--- config.mk ---
export PLATFORM = sky130hd
export DESIGN_NAME = configurable_cache_tag_lookup_top
export DESIGN_NICKNAME = d
export VERILOG_FILES = /design/src/rtl/cctl_pkg.sv /design/src/rtl/configurable_cache_tag_lookup_top.sv /design/src/rtl/cctl_ram.sv
export VERILOG_INCLUDE_DIRS = /design/src /design/src/rtl
export SDC_FILE = /design/constraint.sdc
export NUM_CORES = 2
export LEC_CHECK = 0
export BUFFER_PORTS_ARGS = -buffer_cell sky130_fd_sc_hd__buf_2
export CAP_MARGIN = 40
export CORE_AREA = 2 2 590 592
export DETAILED_ROUTE_END_ITERATION = 7
export DIE_AREA = 0 0 592 594
export PLACE_DENSITY_LB_ADDON = 0.3
export SYNTH_ARGS = -nofsm -noshare
export SYNTH_HDL_FRONTEND = slang
export SYNTH_SLANG_ARGS = --single-unit
--- constraint.sdc ---
create_clock -name clk -period 13.7 [get_ports clk]
set_input_delay 2.055 -clock clk [delete_from_list [all_inputs] [get_ports clk]]
set_output_delay 2.055 -clock clk [all_outputs]
set_load 0.02 [all_outputs]
--- src/rtl/assert_macros.svh ---
// ----------------------------------------------------------------------------
// Assertion macros
// Shared concurrent assertion helpers for the RTL.
// ----------------------------------------------------------------------------
`ifndef ASSERT_MACROS_SVH
`define ASSERT_MACROS_SVH

// Property checked at every clock edge outside reset.
`define CCTL_ASSERT(label, clk, rst_n, prop) \
  label: assert property (@(posedge clk) disable iff (!rst_n) (prop)) \
    else $error("assertion failed");

// Condition that must never hold outside reset.
`define CCTL_NEVER(label, clk, rst_n, cond) \
  label: assert property (@(posedge clk) disable iff (!rst_n) !(cond)) \
    else $error("forbidden condition seen");

`endif

--- src/rtl/cctl_pkg.sv ---
// ----------------------------------------------------------------------------
// cctl_pkg
// Shared constants and types for the cache tag lookup block.
// ----------------------------------------------------------------------------
`default_nettype none

package cctl_pkg;

  localparam int MAX_BLOCKS_DEF = 64;

  localparam int ADDR_W     = 32;
  localparam int TAG_W      = 32;
  localparam int AGE_W      = 16;
  localparam int BLK_OUT_W  = 6;
  localparam int CFG_IDX_W  = 3;
  localparam int CFG_DATA_W = 4;

  typedef enum logic [CFG_IDX_W-1:0] {
    CFG_PLACEMENT  = 3'd0,
    CFG_REPLACE    = 3'd1,
    CFG_BLOCKS     = 3'd2,
    CFG_WAYS       = 3'd3,
    CFG_LINE_WORDS = 3'd4
  } cfg_reg_t;

  localparam logic [1:0] PL_DIRECT = 2'd0;
  localparam logic [1:0] PL_FULL   = 2'd1;
  localparam logic [1:0] PL_SET    = 2'd2;

  localparam logic RP_MRU = 1'b0;
  localparam logic RP_LRU = 1'b1;

  localparam logic [1:0] PLACEMENT_RST  = PL_SET;
  localparam logic       REPLACE_RST    = RP_LRU;
  localparam logic [2:0] BLOCKS_RST     = 3'd4;
  localparam logic [2:0] WAYS_RST       = 3'd1;
  localparam logic [3:0] LINE_WORDS_RST = 4'd4;

endpackage

`default_nettype wire

--- src/rtl/configurable_cache_tag_lookup_top.sv ---
// ----------------------------------------------------------------------------
// configurable_cache_tag_lookup_top
// Cache tag lookup with direct, fully or set associative placement and
// LRU or MRU replacement, driven by one sequencer over shared RAM ports.
// ----------------------------------------------------------------------------
// Usage:
//   in_*  : one byte address per transfer (in_valid / in_stall).
//   out_* : hit, block index and evicted flag per transfer
//           (out_valid / out_stall), one result per address.
//   cfg_* : register writes (cfg_valid / cfg_ready, ready always high);
//           write only while the block is idle.
//   Timing: after an address transfer the set's ways are read one per
//   cycle through the tag and age RAM read ports (1 way direct mapped,
//   2**blocks_log2 fully associative); the last way is compared in
//   ST_WAIT and the result is committed in ST_DONE. No new address is
//   taken until the result of the last one has been committed.
//   Reset: the RAMs are swept one entry per cycle over all MAX_BLOCKS
//   entries; in_stall stays high meanwhile.
//   Stall: a result waits in the output register; the next address is
//   accepted and searched, and its commit waits until the result is taken.
// ----------------------------------------------------------------------------
`default_nettype none

module configurable_cache_tag_lookup_top #(
  parameter int MAX_BLOCKS = cctl_pkg::MAX_BLOCKS_DEF
) (
  input  wire logic                             clk,
  input  wire logic                             rst_n,
  input  wire logic                             in_valid,
  output logic                                  in_stall,
  input  wire logic [cctl_pkg::ADDR_W-1:0]      in_address,
  output logic                                  out_valid,
  input  wire logic                             out_stall,
  output logic                                  out_hit,
  output logic [cctl_pkg::BLK_OUT_W-1:0]        out_block_index,
  output logic                                  out_evicted,
  input  wire logic                             cfg_valid,
  output logic                                  cfg_ready,
  input  wire logic [cctl_pkg::CFG_IDX_W-1:0]   cfg_index,
  input  wire logic [cctl_pkg::CFG_DATA_W-1:0]  cfg_data
);

  import cctl_pkg::*;

  localparam int IDX_W = (MAX_BLOCKS > 1) ? $clog2(MAX_BLOCKS) : 1;
  localparam int BMAX  = $clog2(MAX_BLOCKS + 1) - 1;

  typedef enum logic [4:0] {
    ST_CLEAR  = 5'b00001,
    ST_IDLE   = 5'b00010,
    ST_SEARCH = 5'b00100,
    ST_WAIT   = 5'b01000,
    ST_DONE   = 5'b10000
  } state_t;

  state_t state_r, state_nxt;

  // configuration
  logic [1:0] placement_r;
  logic       replace_r;
  logic [2:0] blocks_log2_r;
  logic [2:0] ways_log2_r;
  logic [3:0] line_words_log2_r;

  // per-item context
  logic [TAG_W-1:0] tag_r;
  logic [IDX_W-1:0] start_r, way_mask_r, set_r;
  logic             direct_r;
  logic [IDX_W-1:0] k_r;
  logic [IDX_W-1:0] clr_r;

  // compare stage
  logic             cmp_vld_r, cmp_first_r;
  logic [IDX_W-1:0] cmp_idx_r;

  // search results
  logic             found_r, inv_found_r;
  logic [IDX_W-1:0] found_idx_r, inv_idx_r, best_idx_r;
  logic [AGE_W-1:0] best_age_r;

  // output register
  logic                 out_valid_r, out_hit_r, out_evicted_r;
  logic [BLK_OUT_W-1:0] out_block_index_r;

  // geometry of the incoming address
  logic [2:0]        b_eff, w_eff, sb;
  logic [4:0]        off;
  logic [ADDR_W-1:0] line, set32;
  logic [TAG_W-1:0]  tag_nxt;

  // RAM ports
  logic             tag_we, age_we, rec_we;
  logic [IDX_W-1:0] tag_waddr, age_waddr, rec_waddr, rd_addr;
  logic [TAG_W:0]   tag_wdata, tag_rdata;
  logic [AGE_W-1:0] age_wdata, age_rdata, age_inc;
  logic [IDX_W-1:0] rec_wdata, rec_rdata;

  logic             accept, commit, lru_touch;
  logic [IDX_W-1:0] victim_idx, sel_idx;
  logic             sel_evicted;

  assign accept    = in_valid && !in_stall;
  assign commit    = (state_r == ST_DONE) && (!out_valid_r || !out_stall);
  assign lru_touch = !direct_r && (replace_r == RP_LRU);

  always_comb begin
    b_eff = (32'(blocks_log2_r) > BMAX) ? 3'(BMAX) : blocks_log2_r;
    if (placement_r == PL_DIRECT) begin
      w_eff = 3'd0;
    end else if (placement_r == PL_FULL) begin
      w_eff = b_eff;
    end else begin
      w_eff = (ways_log2_r > b_eff) ? b_eff : ways_log2_r;
    end
    sb      = b_eff - w_eff;
    off     = 5'(line_words_log2_r) + 5'd2;
    line    = in_address >> off;
    set32   = line & ~(32'hFFFF_FFFF << sb);
    tag_nxt = line >> sb;
  end

  // victim choice and result selection
  always_comb begin
    if (direct_r) begin
      victim_idx = start_r;
    end else if (replace_r == RP_LRU) begin
      victim_idx = best_idx_r;
    end else begin
      victim_idx = start_r | (rec_rdata & way_mask_r);
    end
    sel_evicted = 1'b0;
    if (found_r) begin
      sel_idx = found_idx_r;
    end else if (inv_found_r) begin
      sel_idx = inv_idx_r;
    end else begin
      sel_idx     = victim_idx;
      sel_evicted = 1'b1;
    end
  end

  assign rd_addr = start_r | k_r;
  assign age_inc = (age_rdata == '1) ? age_rdata : age_rdata + AGE_W'(1);

  always_comb begin
    state_nxt = state_r;
    case (state_r)
      ST_CLEAR: begin
        if (clr_r == IDX_W'(MAX_BLOCKS - 1)) begin
          state_nxt = ST_IDLE;
        end
      end
      ST_IDLE: begin
        if (in_valid) begin
          state_nxt = ST_SEARCH;
        end
      end
      ST_SEARCH: begin
        if (k_r == way_mask_r) begin
          state_nxt = ST_WAIT;
        end
      end
      ST_WAIT: state_nxt = ST_DONE;
      ST_DONE: begin
        if (commit) begin
          state_nxt = ST_IDLE;
        end
      end
      default: state_nxt = ST_CLEAR;
    endcase
  end

  // RAM write muxes
  always_comb begin
    tag_we    = 1'b0;
    tag_waddr = sel_idx;
    tag_wdata = {1'b1, tag_r};
    age_we    = 1'b0;
    age_waddr = sel_idx;
    age_wdata = '0;
    rec_we    = 1'b0;
    rec_waddr = set_r;
    rec_wdata = sel_idx & way_mask_r;
    if (state_r == ST_CLEAR) begin
      tag_we    = 1'b1;
      tag_waddr = clr_r;
      tag_wdata = '0;
      age_we    = 1'b1;
      age_waddr = clr_r;
      rec_we    = 1'b1;
      rec_waddr = clr_r;
      rec_wdata = '0;
    end else if (commit) begin
      tag_we = !found_r;
      age_we = lru_touch;
      rec_we = !direct_r && (replace_r == RP_MRU);
    end else if (cmp_vld_r && lru_touch) begin
      age_we    = 1'b1;
      age_waddr = cmp_idx_r;
      age_wdata = age_inc;
    end
  end

  cctl_ram #(.WIDTH(TAG_W + 1), .DEPTH(MAX_BLOCKS)) u_tag_ram (
    .clk     (clk),
    .wr_en   (tag_we),
    .wr_addr (tag_waddr),
    .wr_data (tag_wdata),
    .rd_addr (rd_addr),
    .rd_data (tag_rdata)
  );

  cctl_ram #(.WIDTH(AGE_W), .DEPTH(MAX_BLOCKS)) u_age_ram (
    .clk     (clk),
    .wr_en   (age_we),
    .wr_addr (age_waddr),
    .wr_data (age_wdata),
    .rd_addr (rd_addr),
    .rd_data (age_rdata)
  );

  cctl_ram #(.WIDTH(IDX_W), .DEPTH(MAX_BLOCKS)) u_recent_ram (
    .clk     (clk),
    .wr_en   (rec_we),
    .wr_addr (rec_waddr),
    .wr_data (rec_wdata),
    .rd_addr (set_r),
    .rd_data (rec_rdata)
  );

  // configuration registers
  always_ff @(posedge clk) begin
    if (!rst_n) begin
      placement_r       <= PLACEMENT_RST;
      replace_r         <= REPLACE_RST;
      blocks_log2_r     <= BLOCKS_RST;
      ways_log2_r       <= WAYS_RST;
      line_words_log2_r <= LINE_WORDS_RST;
    end else if (cfg_valid) begin
      case (cfg_index)
        CFG_PLACEMENT:  placement_r       <= cfg_data[1:0];
        CFG_REPLACE:    replace_r         <= cfg_data[0];
        CFG_BLOCKS:     blocks_log2_r     <= cfg_data[2:0];
        CFG_WAYS:       ways_log2_r       <= cfg_data[2:0];
        CFG_LINE_WORDS: line_words_log2_r <= cfg_data[3:0];
        default: ;
      endcase
    end
  end

  // sequencer and search
  always_ff @(posedge clk) begin
    if (!rst_n) begin
      state_r     <= ST_CLEAR;
      clr_r       <= '0;
      k_r         <= '0;
      cmp_vld_r   <= 1'b0;
      cmp_first_r <= 1'b0;
      found_r     <= 1'b0;
      inv_found_r <= 1'b0;
      out_valid_r <= 1'b0;
    end else begin
      state_r     <= state_nxt;
      cmp_vld_r   <= (state_r == ST_SEARCH);
      cmp_first_r <= (state_r == ST_SEARCH) && (k_r == '0);
      cmp_idx_r   <= rd_addr;

      if (state_r == ST_CLEAR) begin
        clr_r <= clr_r + IDX_W'(1);
      end

      if (accept) begin
        tag_r       <= tag_nxt;
        set_r       <= IDX_W'(set32);
        start_r     <= IDX_W'(set32 << w_eff);
        way_mask_r  <= IDX_W'(~(32'hFFFF_FFFF << w_eff));
        direct_r    <= (placement_r == PL_DIRECT);
        k_r         <= '0;
        found_r     <= 1'b0;
        inv_found_r <= 1'b0;
      end else if (state_r == ST_SEARCH) begin
        k_r <= k_r + IDX_W'(1);
      end

      if (cmp_vld_r) begin
        if (tag_rdata[TAG_W] && (tag_rdata[TAG_W-1:0] == tag_r)) begin
          found_r     <= 1'b1;
          found_idx_r <= cmp_idx_r;
        end
        if (!tag_rdata[TAG_W] && !inv_found_r) begin
          inv_found_r <= 1'b1;
          inv_idx_r   <= cmp_idx_r;
        end
        if (cmp_first_r || (age_rdata > best_age_r)) begin
          best_age_r <= age_rdata;
          best_idx_r <= cmp_idx_r;
        end
      end

      if (commit) begin
        out_valid_r       <= 1'b1;
        out_hit_r         <= found_r;
        out_evicted_r     <= sel_evicted;
        out_block_index_r <= BLK_OUT_W'(sel_idx);
      end else if (!out_stall) begin
        out_valid_r <= 1'b0;
      end
    end
  end

  assign in_stall        = (state_r != ST_IDLE);
  assign cfg_ready       = 1'b1;
  assign out_valid       = out_valid_r;
  assign out_hit         = out_hit_r;
  assign out_evicted     = out_evicted_r;
  assign out_block_index = out_block_index_r;

`include "assert_macros.svh"

  `CCTL_NEVER(a_hit_and_evict, clk, rst_n, out_valid_r && out_hit_r && out_evicted_r)
  `CCTL_ASSERT(a_way_in_set, clk, rst_n, (state_r == ST_SEARCH) |-> ((k_r & ~way_mask_r) == '0))
  `CCTL_ASSERT(a_accept_search, clk, rst_n, accept |=> (state_r == ST_SEARCH))
  `CCTL_ASSERT(a_result_from_done, clk, rst_n, $rose(out_valid_r) |-> $past(state_r == ST_DONE))

endmodule

`default_nettype wire

--- src/rtl/cctl_ram.sv ---
// ----------------------------------------------------------------------------
// cctl_ram
// Generic single-write, single-read RAM with registered read data.
// ----------------------------------------------------------------------------
`default_nettype none

module cctl_ram #(
  parameter int WIDTH = 8,
  parameter int DEPTH = 64,
  localparam int AW = (DEPTH > 1) ? $clog2(DEPTH) : 1
) (
  input  wire logic             clk,
  input  wire logic             wr_en,
  input  wire logic [AW-1:0]    wr_addr,
  input  wire logic [WIDTH-1:0] wr_data,
  input  wire logic [AW-1:0]    rd_addr,
  output logic      [WIDTH-1:0] rd_data
);

  logic [WIDTH-1:0] mem [DEPTH];
  logic [WIDTH-1:0] rd_data_r;

  always_ff @(posedge clk) begin
    if (wr_en) begin
      mem[wr_addr] <= wr_data;
    end
    rd_data_r <= mem[rd_addr];
  end

  assign rd_data = rd_data_r;

endmodule

`default_nettype wire
## Yosys cells after proc, flatten, opt, wreduce, memory -nomap -nowiden

Memory sizes are Yosys's and may differ from the RTL's. A register that Yosys moved wholly into a read port is not among the register bits.
Cells that the tools add are included.
W data, S select, Z words.

- Muxes and demuxes: 46
- Bitwise gates (word level): 9
- Shift operators: 5
- Reductions and logical operators: 32
- $add $sub $neg: 5
- $lt $le $gt $ge: 3
- Equal/unequal tests: 20

Operators with widths:

| cell | count |
|---|---|
| $mux W16 | 4 |
| $mux W6 | 10 |
| $mux W33 | 1 |
| $and A32 B32 Y32 | 1 |
| $eq A32 B32 Y1 | 1 |
| $not A32 Y32 | 1 |
| $shl A32 B3 Y32 const A | 1 |
| $shl A32 B3 Y6 | 1 |
| $shl A32 B3 Y6 const A | 1 |
| $shr A32 B3 Y32 | 1 |
| $shr A32 B5 Y32 | 1 |
| $pmux W5 S5 | 1 |
| $mux W1 | 22 |
| $mux W5 | 4 |
| $add A16 B1 Y16 const B | 1 |
| $eq A16 B16 Y1 const B | 1 |
| $gt A16 B16 Y1 | 1 |
| $reduce_and A2 Y1 | 7 |
| $add A6 B1 Y6 const B | 2 |
| $and A6 B6 Y6 | 2 |
| $mux W3 | 4 |
| $or A6 B6 Y6 | 2 |
| $reduce_and A3 Y1 | 3 |
| $logic_and A1 B1 Y1 | 8 |
| other kinds (27) | 39 |

- Register bits after elaboration: 134
- Bits of input ports: 44
- Bits in writable memories: 3520
- Logic and storage cells: 149
- Memories: 3
- Output and inout port bits: 11

Memories:

| memory | depth | width | read ports | clocked after Yosys merged registers in | wr ports | line | RTL |
|---|---|---|---|---|---|---|---|
| u_tag_ram.mem | 64 | 33 | 1 | 1 | 1 | cctl_ram.sv:20 | `logic [WIDTH-1:0] mem [DEPTH];` |
| u_age_ram.mem | 64 | 16 | 1 | 1 | 1 | cctl_ram.sv:20 |  |
| u_recent_ram.mem | 64 | 6 | 1 | 1 | 1 | cctl_ram.sv:20 |  |

## Logic depth before layout (Yosys ltp)

- Word-level depth: 11
- Gate-level depth with buffers: 16
- Depth with buffers taken out: 14

## Modules after synthesis

A second synthesis with hierarchy kept.

- Cells, all modules: 7090
- Area, all modules: 145782.3 µm²

Modules (own cells, without submodules):

| module | cells each | area an instance (µm²) | seq. area each (µm²) | instances |
|---|---|---|---|---|
| cctl_ram at u_tag_ram | 3598 | 81192.9 | 64081.5 | 1 |
| cctl_ram at u_age_ram | 1829 | 40042.2 | 31069.8 | 1 |
| cctl_ram at u_recent_ram | 720 | 15225.9 | 11651.2 | 1 |
| configurable_cache_tag_lookup_top | 943 | 9321.4 | 3613.5 | 1 |

## Worst setup path after synthesis

No wires, ideal clock.

- Path type: input to register
- Start point: in out_stall
- End point: mem u_age_ram.mem[0][14] (netlist name), data pin
- Path buffers: 0
- Required time: 13.020 ns
- Arrival time: 5.069 ns
- Stages on the path: 4
- Library setup time: 0.680 ns
- Setup slack: 7.951 ns
- Path through: and2_1 -> o31a_1 -> nand2_2 -> nor3_1

- Cells in the longest elaborated chain, start to end: 5

RTL lines:

| element | line | RTL |
|---|---|---|
| from (decl) | configurable_cache_tag_lookup_top.sv:33 | `input wire logic out_stall,` |
| $logic_not A1 Y1 | n/a |  |
| $logic_or A1 B1 Y1 | configurable_cache_tag_lookup_top.sv:103 | `assign commit = (state_r == ST_DONE) && (!out_valid_r \|\| !out_stall);` |
| $logic_and A1 B1 Y1 | configurable_cache_tag_lookup_top.sv:103 |  |
| $mux W16 | configurable_cache_tag_lookup_top.sv:193 | `end else if (commit) begin` |
| $mux W16 | configurable_cache_tag_lookup_top.sv:184 | `if (state_r == ST_CLEAR) begin` |
| via age_wdata[14] | configurable_cache_tag_lookup_top.sv:95 | `logic [AGE_W-1:0] age_wdata, age_rdata, age_inc;` |
| to (decl) | cctl_ram.sv:20 |  |

The timed path passes the listed nets, and every way through them passes these cells.

## Final worst setup path

- Start point: reg start_r[2]
- End point: reg u_tag_ram.rd_data_r[28] (netlist: u_tag_ram.rd_data[28]), read port of u_tag_ram.mem

- Cells in the longest elaborated chain, start to end: 1

RTL lines:

| element | line | RTL |
|---|---|---|
| from (decl) | configurable_cache_tag_lookup_top.sv:67 | `logic [IDX_W-1:0] start_r, way_mask_r, set_r;` |
| from (signal assigned) | configurable_cache_tag_lookup_top.sv:275 | `start_r <= IDX_W'(set32 << w_eff);` |
| $or A6 B6 Y6 | configurable_cache_tag_lookup_top.sv:142 | `assign rd_addr = start_r \| k_r;` |
| to (decl) | cctl_ram.sv:21 | `logic [WIDTH-1:0] rd_data_r;` |

Every way passes these cells.
A chain may end at the register's enable or synchronous reset.

==> results.py <==
metrics = {
    "synth": {
        "synth_flop_cell": "edfxtp_1",
        "syn_area_per_cell_um2": 19.3,
        "synth_top_area_share_pct": 74.2,
        "syn_area_mm2": 0.141,
        "yosys.area.top_type": "edfxtp_1",
        "synth-seq-cells": 3577,
        "synth_edf_count": 3489,
        "async_flop_share_pct": 0,
        "syn_inst": 7303,
        "synth_seq_area_share_pct": 75.5,
        "yosys_warnings": 0,
        "synth_area_leaders": "edfxtp_1 74%, mux4_2 15%, nand2_1 2.3%",
        "synth_cell_types": 75,
        "syn_nets": 7372,
    },
    "clock_tree": {
        "holdBufCountCts": 0,
        "cts.path.max_buffers": 4,
        "cts_resized": 0,
        "root_buffer": "clkbuf_16",
        "cts.sinks": 3577,
        "postCtsSetupBuffers": 0,
        "clk_latency_ps": 900,
        "numCtsBuffers": 353,
        "cts_htree_levels": 5,
        "path_clk_slew_ps": 60,
        "tritoncts": "done",
    },
    "route": {
        "drc": 0,
        "dr_total_vias": 71700,
        "viasPerCell": 5.75,
        "wl_met3_um": 25400,
        "routed_wl_um": 352000,
        "first_pass_iters": 6,
        "m1WireLength_um": 144000,
        "detail_route.wl_per_cell_um": 28.3,
        "ant_nets": 0,
        "drtIter0Drc": 8440,
        "highest_layer": "met4",
        "routed-wl-met2_um": 171000,
    },
    "timing": {
        "fin_ws_ps": 8490,
        "final_hold_viol_count": 0,
        "report.final.setup_viol": 0,
        "slew_viol_final": 0,
        "rsz0062_at_grt": "no",
        "min_period_ps": 5210,
        "fin_skew_ps": 39.9,
        "whs_ps": 511,
        "slew_headroom_pct": 34.6,
        "fin_crit_sh_pct": 38.1,
        "fmax_mhz": 192,
        "worst_pin_slew_ps": 975,
        "tns_ps": 0,
    },
    "grt": {
        "grt_usage_pct": 19.8,
        "grt-ovfl-total": 0,
        "grt_max_degree": 120,
        "antenna_found_initial": 14,
        "grt_pass1_wl_um": 508000,
        "grt_pass1_vias": 71900,
    },
    "power_and_ir_drop": {
        "clkPwrFrac_pct": 42.9,
        "power_density_mw_per_mm2": 137,
        "p_leak_nw": 54.6,
        "total_power_mw": 22.0,
        "ir_drop_v": 0.000137,
        "pwr-share-seq_pct": 54.8,
        "pwr-share-comb_pct": 2.4,
        "netSwitchingPower_mw": 4.44,
        "p_int_mw": 17.6,
        "swShare_pct": 20.2,
    },
    "floorplanning": {
        "ios": 55,
        "die_h_um": 594,
        "rows": 216,
        "coreArea_mm2": 0.345,
        "die_w_um": 592,
        "dieArea_mm2": 0.352,
        "start_util_pct": 40.9,
    },
    "setup_path": {
        "critPathLaunch": "start_r[2]",
        "crit_path_end": "u_tag_ram.rd_data[28]",
        "r2r_end": "u_tag_ram.rd_data[28]",
        "crit_type": "register to register",
        "r2r_start": "start_r[2]",
        "critPathMaxFanout": 45,
        "reg2reg_depth": 11,
        "ff2ff_setup_slack_ps": 8490,
        "worstPathRequired_ps": 14430,
        "arrival_ps": 5940,
        "start_kind": "register",
        "end_kind": "register",
    },
    "finish": {
        "stdcell_area_mm2": 0.160,
        "drive_gt1_share_pct": 24.7,
        "fin_nets": 7678,
        "syn_to_final_growth_pct": 13.6,
    },
    "job": {
        "maxCapViolCount": 0,
    },
    "place": {
        "port_buffers": 51,
        "hpwl_um": 202000,
        "gp_congestion": 0.848,
        "placed_cell_area_mm2": 0.149,
        "place_ws_ps": 7890,
    },
    "hold_path": {
        "hold_path_depth": 0,
        "hold_path.class": "register to register",
    },
    "run_status": {
        "outcome": "completed",
    },
}
## synth_stat cells, types with 9 or more instances
library cell / number
nand2b_1: 22
a22oi_1: 9
o211ai_1: 13
or2_2: 11
mux2i_1: 71
clkbuf_1: 248
nand3b_1: 10
mux4_2: 913
and2_1: 42
o31ai_1: 9
xor2_1: 40
a31oi_1: 56
and3_1: 66
nand3_1: 504
a21oi_1: 44
nand4_1: 26
dfxtp_1: 88
buf_1: 65
xnor2_1: 18
buf_2: 96
edfxtp_1: 3489
a21o_1: 15
mux2_2: 13
nor2_1: 275
nor3_1: 14
o21ai_0: 49
a311oi_1: 47
inv_1: 38
nand2_1: 856
ha_1: 24
## worst max-delay path: stages, from the launching register on
cell and delay (ps):
edfxtp_1 440, nor2_4 230, buf_4 460, buf_4 570, buf_4 610, buf_4 680
buf_4 670, nand2_1 130, nand3_1 240, and3_1 340, a311oi_1 150, a31oi_1 380
## power groups by stage
stage,Clock [mW],Combinational (mW),Sequential (mW)
CTS,9.59,0.522,12.1
finish,9.44,0.524,12.1
floorplan,0,0.287,12.3
global route,10.0,0.557,12.1
global placement,0,0.493,12.3
detailed placement,0,0.520,12.3
## placed cells by master (no fill, tap or decap), drive strengths merged, types with 44 or more instances in the layout
cell    synthesis  routed
a21oi          44      44
a311oi         47      47
a31oi          56      56
and3           66      66
buf           167     365
clkbuf        248     455
clkinv          2     134
dfxtp          88      88
edfxtp       3489    3489
inv            46      57
mux2i          71      71
mux4          913     913
nand2         857     857
nand3         504     504
nor2          284     284
o21ai          51      51
## flip-flops by register name (all words and copies together) (netlist names), 16 cells and up
signal,cells
u_recent_ram.mem,384
u_tag_ram.mem,1984
u_age_ram.rd_data,16
u_tag_ram.rd_data,31
u_age_ram.mem,1024
best_age_r,16
tag_r,30
## how the worst min path moves through the flow
| stage | startpoint | endpoint | slack (ps) |
|---|---|---|---|
| finish | cmp_idx_r[0] | best_idx_r[0] | 510 |
| global placement | blocks_log2_r[0] | blocks_log2_r[0] | 480 |
| global route | cmp_idx_r[1] | found_idx_r[1] | 540 |
| CTS | cmp_idx_r[0] | best_idx_r[0] | 510 |
| detailed placement | cmp_idx_r[0] | best_idx_r[0] | 490 |
| floorplan | blocks_log2_r[0] | blocks_log2_r[0] | 450 |
## logic make-up after synthesis
group,count (synthesis),share of synthesized area [%]
other cells,1,0.00266
flops,3577,75.5
mux,997,15.2
fa+ha+maj,25,0.227
buf+inv,463,1.34
compound gates,307,1.51
xor+xnor,58,0.360
simple gates,1875,5.89
## per-stage QoR
step	instances	utilization (%)
after floorplan	7303	-
after global placement	11700	42.9
after detailed placement	11800	43.2
after CTS	12500	46.5
after global routing	12500	46.5
final	12500	46.5
## cell type report
cell class | instances | area [um2]
Antenna cell | 3 | 7.51
Clock buffer | 454 | 9410
Clock inverter | 178 | 1710
Fill cell | 28500 | 185000
Inverter | 48 | 203
Multi-Input combinational cell | 3263 | 33400
Sequential cell | 3577 | 107000
Tap cell | 4578 | 5730
Timing Repair Buffer | 366 | 3360
## routing by layer
metal  up-vias  global-route usage [%]
met5         -                       0
met3       553                    2.80
met2      2889                    31.9
met1     38100                    27.8
met4         0                    6.26
li1      30100                       -
Note: power is estimated with default switching activity, not from simulation.
